**src/sv/rabc_pkg.sv**
```systemverilog
package rabc_pkg;

    localparam int MAX_SEGMENTS = 64;
    localparam int MAX_WIDTH    = 2048;
    localparam int COUNT_BITS   = 24;

    localparam int SEG_W      = $clog2(MAX_SEGMENTS);
    localparam int SEGC_W     = SEG_W + 1;
    localparam int COL_W      = $clog2(MAX_WIDTH);
    localparam int DIM_W      = 12;
    localparam int SEGCNT_W   = 7;
    localparam int PAIR_DEPTH = MAX_SEGMENTS * (MAX_SEGMENTS - 1) / 2;
    localparam int SLOT_W     = $clog2(PAIR_DEPTH);
    localparam int PADDR_W    = 4;
    localparam int PDATA_W    = 32;
    localparam int Q_DEPTH    = 2;
    localparam int Q_AW       = $clog2(Q_DEPTH);
    localparam int Q_CW       = $clog2(Q_DEPTH + 1);

    localparam logic [1:0] MODE_PIX = 2'd0;
    localparam logic [1:0] MODE_QRY = 2'd1;
    localparam logic [1:0] MODE_CLR = 2'd2;

    localparam logic [1:0] REG_WIDTH  = 2'd0;
    localparam logic [1:0] REG_HEIGHT = 2'd1;
    localparam logic [1:0] REG_SEGCNT = 2'd2;

    localparam logic [1:0] CMD_PIX = 2'd0;
    localparam logic [1:0] CMD_QRY = 2'd1;
    localparam logic [1:0] CMD_CLR = 2'd2;
    localparam logic [1:0] CMD_ACK = 2'd3;

    typedef struct packed {
        logic [1:0]        kind;
        logic              err;
        logic              do_a;
        logic [SLOT_W-1:0] slot_a;
        logic              do_b;
        logic [SLOT_W-1:0] slot_b;
        logic [SEG_W-1:0]  seg;
    } cmd_t;

    typedef struct packed {
        logic [SEG_W-1:0]      seg;
        logic [COUNT_BITS-1:0] len;
        logic [SEG_W-1:0]      pos;
        logic                  has;
        logic                  err;
        logic                  last;
    } res_t;

    function automatic logic [SEGC_W-1:0] seg_limit(input logic [SEGCNT_W-1:0] sc);
        logic [SEGC_W-1:0] lim;
        lim = SEGC_W'(MAX_SEGMENTS);
        if (SEGC_W'(sc) > lim || sc > SEGCNT_W'(MAX_SEGMENTS))
            return lim;
        return SEGC_W'(sc);
    endfunction

    function automatic logic [SLOT_W-1:0] pair_slot(input logic [SEG_W-1:0] a,
                                                    input logic [SEG_W-1:0] b);
        logic [SEG_W-1:0]   lo;
        logic [SEG_W-1:0]   hi;
        logic [2*SEG_W-1:0] prod;
        hi   = (a < b) ? b : a;
        lo   = (a < b) ? a : b;
        prod = (2*SEG_W)'(hi) * (2*SEG_W)'(hi - 1'b1);
        return SLOT_W'((prod >> 1) + (2*SEG_W)'(lo));
    endfunction

endpackage

```
**src/sv/rabc_cmdq.sv**
```systemverilog
module rabc_cmdq (
    input  logic          clk,
    input  logic          rst_n,
    input  logic          wr,
    input  rabc_pkg::cmd_t wr_cmd,
    output logic          full,
    input  logic          rd,
    output rabc_pkg::cmd_t rd_cmd,
    output logic          empty
);
    import rabc_pkg::*;

    cmd_t            q_reg [Q_DEPTH];
    logic [Q_AW-1:0] wp_reg;
    logic [Q_AW-1:0] rp_reg;
    logic [Q_CW-1:0] cnt_reg;
    logic            do_wr;
    logic            do_rd;

    assign full   = (cnt_reg == Q_CW'(Q_DEPTH));
    assign empty  = (cnt_reg == '0);
    assign do_wr  = wr && !full;
    assign do_rd  = rd && !empty;
    assign rd_cmd = q_reg[rp_reg];

    always_ff @(posedge clk)
    begin
        if (do_wr)
        begin
            q_reg[wp_reg] <= wr_cmd;
        end
    end

    always_ff @(posedge clk or negedge rst_n)
    begin
        if (!rst_n)
        begin
            wp_reg  <= '0;
            rp_reg  <= '0;
            cnt_reg <= '0;
        end
        else
        begin
            if (do_wr)
            begin
                wp_reg <= wp_reg + 1'b1;
            end
            if (do_rd)
            begin
                rp_reg <= rp_reg + 1'b1;
            end
            if (do_wr && !do_rd)
            begin
                cnt_reg <= cnt_reg + 1'b1;
            end
            else if (do_rd && !do_wr)
            begin
                cnt_reg <= cnt_reg - 1'b1;
            end
        end
    end

endmodule

```
**config.mk**
```make
export PLATFORM = sky130hd
export DESIGN_NAME = rabc_cmdq
export DESIGN_NICKNAME = d
export VERILOG_FILES = /design/src/sv/rabc_pkg.sv /design/src/sv/rabc_cmdq.sv
export SDC_FILE = /design/constraint.sdc
export NUM_CORES = 1
export LEC_CHECK = 0
export CAP_MARGIN = 20
export CORE_ASPECT_RATIO = 0.5
export CORE_MARGIN = 2
export CORE_UTILIZATION = 35
export CTS_BUF_LIST = sky130_fd_sc_hd__clkbuf_16
export CTS_CLUSTER_DIAMETER = 150
export DETAILED_ROUTE_END_ITERATION = 12
export DONT_BUFFER_PORTS = 1
export GPL_ROUTABILITY_DRIVEN = 0
export GPL_TIMING_DRIVEN = 0
export MAX_ROUTING_LAYER = met4
export RECOVER_POWER = 25
export REMOVE_ABC_BUFFERS = 1
export SETUP_SLACK_MARGIN = 0.05
export SLEW_MARGIN = 0
export SYNTH_ARGS = -nofsm -noshare
export SYNTH_HDL_FRONTEND = slang
export SYNTH_SLANG_ARGS = --single-unit
```
**constraint.sdc**
```tcl
create_clock -name clk -period 2.65 [get_ports clk]
set_input_delay 0.1325 -clock clk [delete_from_list [all_inputs] [get_ports clk]]
set_output_delay 0.1325 -clock clk [all_outputs]
set_load 0.05 [all_outputs]
```
Word-level counts from Yosys, hierarchy flattened:

Memories as Yosys holds them, arrays and structs flattened.
Index checks and enable logic that the tools add are counted.

* bits in writable memories: 66
* output and inout port bits: 35
* logic and storage cells: 23
* flip-flop bits (word level): 4
* input bits: 37
* memories kept: 1

* equal/unequal tests: 1
* add/subtract/negate cells: 4
* multiplexer cells: 4
* reductions and logical operators: 10

Memory list
* q_reg: depth 2, width 33, read ports 1, clocked after Yosys merged registers in 0, write ports 1, line rabc_cmdq.sv:13 `cmd_t q_reg [Q_DEPTH];`

Operators by type and width (number)
* $logic_and 1x1->1: 4
* $logic_not 1->1: 4
* $mux 2: 2
* $add 1x1->1 const B: 2
* $add 2x1->2 const B: 1
* $eq 2x2->1 const B: 1
* $logic_not 2->1: 1
* $mux 1: 2
* $reduce_bool 2->1: 1
* $sub 2x1->2 const B: 1

Logic depth before layout (Yosys ltp):

Gate-level depths: netlist of the first run.

* depth in word-level cells: 7
* mapped depth: 7
* gate-level depth less buffers: 7

Worst setup path after synthesis of the first run:

Ideal clock, no wire load.

* kind: reg2reg
* start point: register cnt_reg[0]
* end point: memory q_reg[0][0] in the netlist's numbering (enable)
* data arrival time: 2.045 ns
* stages on the path, launching flop included: 4
* setup slack: 0.182 ns
* setup time: 0.423 ns
* clock period less this slack: 2.468 ns
* data required time: 2.227 ns
* path buffers: 0
* cells stage by stage: dfrtp_1 -> nand2b_1 -> nand2_1 -> nor2_1

* cells in the longest elaborated chain, start to end: 5

RTL lines
* from (decl): line rabc_cmdq.sv:16 `logic [Q_CW-1:0] cnt_reg;`
* from (signal assigned): line rabc_cmdq.sv:54 `cnt_reg <= cnt_reg + 1'b1;`
* from (signal assigned): line rabc_cmdq.sv:58 `cnt_reg <= cnt_reg - 1'b1;`
* $eq 2x2->1: line rabc_cmdq.sv:20 `assign full = (cnt_reg == Q_CW'(Q_DEPTH));`
* $logic_not 1->1: line rabc_cmdq.sv:22 `assign do_wr = wr && !full;`
* $logic_and 1x1->1: line rabc_cmdq.sv:22
* $mux 1: line rabc_cmdq.sv:28 `if (do_wr)`
* $mux 1 (not written as such): line rabc_cmdq.sv:30 `q_reg[wp_reg] <= wr_cmd;`
* to (decl): line rabc_cmdq.sv:13

Every way passes these cells.

==> results of run 1 <==
-- per-stage QoR --
stage / TNS (ns) / utilization
after floorplan: 0 / -
after global placement: -21.29 / 0.374
after detailed placement: 0 / 0.382
after CTS: 0 / 0.469
after global routing: 0 / 0.469
final: 0 / 0.469
-- worst max-delay path by stage --
stage	startpoint	endpoint	slack, ns
6_report	rp_reg	rd_cmd[15]	0.75
2_1_floorplan	cnt_reg[0]	q_reg[0][0]	0.18
3_3_place_gp	cnt_reg[0]	q_reg[0][14]	-0.65
4_1_cts	rp_reg	rd_cmd[15]	0.70
5_1_grt	rp_reg	rd_cmd[15]	0.63
3_5_place_dp	cnt_reg[0]	q_reg[0][24]	0.87
-- logic make-up after synthesis --
group,after synthesis,share of synthesized area
buffers and inverters,6,0.0289
AOI/OAI and AO/OA,1,0.00183
xor gates and xnor gates,5,0.0160
and+or+nand+nor,6,0.0101
muxes,33,0.176
adders and majority gates,1,0.00458
DFF,70,0.763
-- cells in the mapped netlist --
master / n
edfxtp_1: 66
mux2_4: 29
dfrtp_1: 4
mux2_2: 4
buf_12: 3
nor2_1: 3
xnor2_1: 3
inv_1: 2
xor2_1: 2
and3_1: 1
buf_6: 1
ha_1: 1
nand2_1: 1
nand2b_1: 1
o21ai_1: 1
-- where the power goes --
part           switching, uW  leakage (uW)  internal, uW
clock network            402      0.000153           807
registers                150      0.000659          1520
logic                   1240      0.000473           548
total                   1790       0.00129          2880
-- layer usage --
layer	vias to the layer above	global-route usage	wire length [microns]
met3	5	0.0586	200
met2	26	0.192	2320
met5	-	-	0
met1	612	0.122	1770
li1	561	-	-
met4	0	0.0489	59
-- layout by cell type (no fill, tap or decap), types with 2 or more instances in the layout --
cell type	instances
mux2_4	29
edfxtp_1	66
bufinv_16	2
xor2_1	2
inv_1	3
xnor2_1	3
clkbuf_16	9
clkinv_1	3
nor2_1	2
dlygate4sd3_1	34
mux2_2	4
dfrtp_1	3
-- final cells by class --
cell class | instances | share of cell area
inverters | 2 | 0.00216
multi-input cells | 46 | 0.166
well taps | 96 | 0.0345
repair buffers | 36 | 0.111
clock buffers | 9 | 0.0647
clock inverters | 7 | 0.0230
flip-flops and latches | 70 | 0.598
==> results.cfg, run 1 <==
[sta]
hold_violations = 0
fin_ws_ns = 0.746
slew_headroom = 0.417
fin_worst_skew_ns = 0.00156
timing.fmax_mhz = 525
period_share = 0.718
rsz0062_at_grt = false
worst_pin_slew_ns = 0.871
hold-worst-slack_ns = 0.0543
period_needed_ns = 1.90
setup_viol = 0
drv_slew = 0

[setup_path]
cp_num_cells = 2
cp_cell_sequence = buf_12 > mux2_2
required_ns = 2.52
worstPathMaxFanout = 18
r2r_cells = 4
end_kind = output pin
regToRegStartpoint = cnt_reg[0]
cp-start-kind = flip-flop
arrival_ns = 1.77
crit_buf_inv = 1
reg2reg_slack_ns = 0.91
crit_slowest_cell = dfrtp_2
cp_top_family = flip-flops
max_stage_delay_ns = 0.70
crit_type = reg -> out
reg2reg_to = q_reg[0][28]

[placed_design]
port_buffers = 0
dp_hpwl_microns = 2770
place_inst = 216
post_dp_cell_area_sq_um = 2840
pre_cts_slack_ns = 0.873

[drt]
wire_per_inst_microns = 16.4
drt_first_pass_iters = 4
vias_per_cell = 4.53
antenna_left = 0
drt-total-wl_microns = 4350
vias = 1204
drtIter0Drc = 92
drcViolationCount = 0

[clocking]
clock-sinks = 70
cts_resized = 0
cts-htree-levels = 3
hold_buffers = 34
cts_tree = yes
ctsLongestPathBuffers = 2
post_cts_buffers = 0
cts_made_buffers = 9
root_buffer = clkbuf_16
insertion_delay_ns = 0.32
path_clk_slew_ns = 0.05

[floorplanning]
row_count = 22
io-pin-count = 72
die-area_sq_um = 8570
core_area_sq_um = 7430
initial_core_util = 0.367
die_x_microns = 129
die_h_microns = 66.5

[synthesis]
yosysUniqueCellTypes = 15
synth_area_leaders = edfxtp_1 73%, mux2_4 16%, dfrtp_1 3.7%
syn_avg_cell_area_sq_um = 22.4
synth_top_area_share = 0.726
syn_inst = 122
yosys.area.top_type = edfxtp_1
synth_warnings = 0
seq_area_frac_synth = 0.763
ys_seq_elements = 70
syn-cell-area_sq_um = 2730

[worst_hold_path]
min_to = rp_reg
worstHoldStart = rd
hold_depth = 2
min_path_type = in -> reg

[job]
cap_violations = 0

[power_and_ir_drop]
p_total_uw = 4670
p_per_area_nw_per_um2 = 1340
p_leak_uw = 0.00129
peakVddDrop_uv = 811

[layout]
final_cells = 266
antenna_cells = 0
multi_input_area_sq_um = 578
design_area_sq_um = 3480
nets = 203
nFillCells = 651
area_growth_pct = 27.5
largest_register_ff_count = 66
layout-drive-gt1-share = 0.294
register_area_sq_um = 2080

[grt]
grt_pass1_wl_microns = 6860
grt_max_degree = 34
grt_use_total = 0.117
overflow = 0
antenna_found_initial = 0
grt_pass1_vias = 1332

[status]
run_status = complete, no violations
Power figures use the tool's default switching activity.
==> inputs of run 2 (changes only) <==
==> constraint.sdc (replaced) <==
create_clock -name clk -period 1.6 [get_ports clk]
set_input_delay 0.08 -clock clk [delete_from_list [all_inputs] [get_ports clk]]
set_output_delay 0.08 -clock clk [all_outputs]
set_load 0.05 [all_outputs]
==> run 2 against run 1 <==
Against the previous run:
- setup slack got worse by 0.68 ns
- sequential power grew 62%
- die area did not move
- total power grew 70%
- wire length increased by 2.2%
- design area increased by 2.9%
- sequential share of layout area down 1.6 points
- largest power group unchanged
==> results.cfg, run 2 (synthesis gave the netlist of run 1 again) <==
[layout]
antenna_cells = 0
largest_register_ff_count = 66
register_area_sq_um = 2090
mostFrequentLayoutCell = edfxtp_1
post-route-util = 0.482
multi_input_area_sq_um = 607
final_cell_mix = 66 x edfxtp_1, 36 x dlygate4sd3_1, 33 x mux2_4
area_growth_pct = 31.2
layout-drive-gt1-share = 0.320
nFillCells = 644
nets = 208

[drt]
wire_per_inst_microns = 16.4
drtIter0Drc = 97
antenna_left = 0
vias_per_cell = 4.47
drt-total-wl_microns = 4450
drcViolationCount = 0
vias = 1211
drt_first_pass_iters = 4

[setup_path]
cp_top_family = simple AND/OR/NAND/NOR gates
cp-start-kind = flip-flop
end_kind = output pin
max_stage_delay_ns = 0.69
worstPathMaxFanout = 4
crit_type = reg -> out
crit_buf_inv = 0
crit_slowest_cell = nor2_1
arrival_ns = 1.45
required_ns = 1.52
cp_cell_sequence = nor2_1

[power_and_ir_drop]
p_total_uw = 7930
peakVddDrop_uv = 1050
p_leak_uw = 0.00134
p_per_area_nw_per_um2 = 2210

[grt]
overflow = 0
grt_pass1_vias = 1369
grt_max_degree = 34
grt_use_total = 0.118
antenna_found_initial = 0
grt_pass1_wl_microns = 6980

[status]
run_status = complete, no violations

[floorplanning]
die-area_sq_um = 8570
die_x_microns = 129
initial_core_util = 0.367
io-pin-count = 72
die_h_microns = 66.5
core_area_sq_um = 7430
row_count = 22

[worst_hold_path]
min_path_type = in -> async

[clocking]
cts-htree-levels = 3
clock-sinks = 70
cts_tree = yes
path_clk_slew_ns = 0.05
cts_made_buffers = 9
ctsLongestPathBuffers = 2
root_buffer = clkbuf_16
insertion_delay_ns = 0.32

[sta]
worst_pin_slew_ns = 0.872
rsz0062_at_grt = true
hold_violations = 0
drv_slew = 0
fin_worst_skew_ns = 0.00231
timing.fmax_mhz = 653
period_share = 0.957
slew_headroom = 0.417
period_needed_ns = 1.53
setup_viol = 0

[job]
cap_violations = 0

[placed_design]
dp_hpwl_microns = 2770
port_buffers = 0
[run 2: cell count changes in the layout (fill, tap and decap cells not counted), sizes merged]
cell | before | now
buf | 2 | 5
dlygate4sd3 | 34 | 36
[run 2: per-stage QoR]
step                worst slack [ns]  setup TNS (ns)  hold WS [ns]  cell area, sq um  instances
finish                        0.0688               0        0.0287              3580        271
floorplan                     -0.868          -44.39        -0.216              2660        118
global route                 0.00708               0        0.0242              3580        271
detailed placement            -0.177           -8.37        -0.215              2840        216
CTS                           0.0532               0        0.0129              3560        271
global placement               -1.70         -101.36        -0.215              2780        214
[run 2: power by group]
| part | leakage (uW) | switching [uW] | internal [uW] | total [uW] |
|---|---|---|---|---|
| clock | 0.000153 | 662 | 1340 | 2000 |
| combinational | 0.000527 | 2180 | 1050 | 3230 |
| sequential | 0.000658 | 169 | 2530 | 2700 |
[run 2: routing by layer]
layer  GRT usage  vias to the layer above  wire, microns
li1            -                      568              -
met1       0.120                      613           1750
met2       0.200                       26           2460
met3      0.0586                        4            189
met4      0.0489                        0             41
met5           -                        -              0
[run 2: worst paths after layout]
check                           start     endpoint  slack [ns]  cells past startpoint
setup / recovery           cnt_reg[1]        empty        0.07                      1
hold / removal                  rst_n       rp_reg        0.03                      1
min in group clk                   wr  q_reg[1][8]        0.30                      1
max in group asynchronous       rst_n       rp_reg        1.38                      1
setup reg to reg           cnt_reg[0]   cnt_reg[1]        0.12                      7
hold reg to reg            cnt_reg[0]   cnt_reg[0]        0.53                      1
[run 2: area by class of cell]
cell class / instances / share of cell area
tap: 96 / 0.0335
timing repair buffer: 41 / 0.127
clock buffer: 9 / 0.0629
multi-input combinational: 46 / 0.169
clock inverter: 7 / 0.0224
sequential: 70 / 0.583
inverter: 2 / 0.00210
[run 2: timing repair]
action	in CTS	in global routing
pin swaps	1	1
gates resized for setup	3	6
hold buffers	36	0
endpoints found under the hold margin	72	0
endpoints found under the setup margin	100	37
setup buffers	3	0
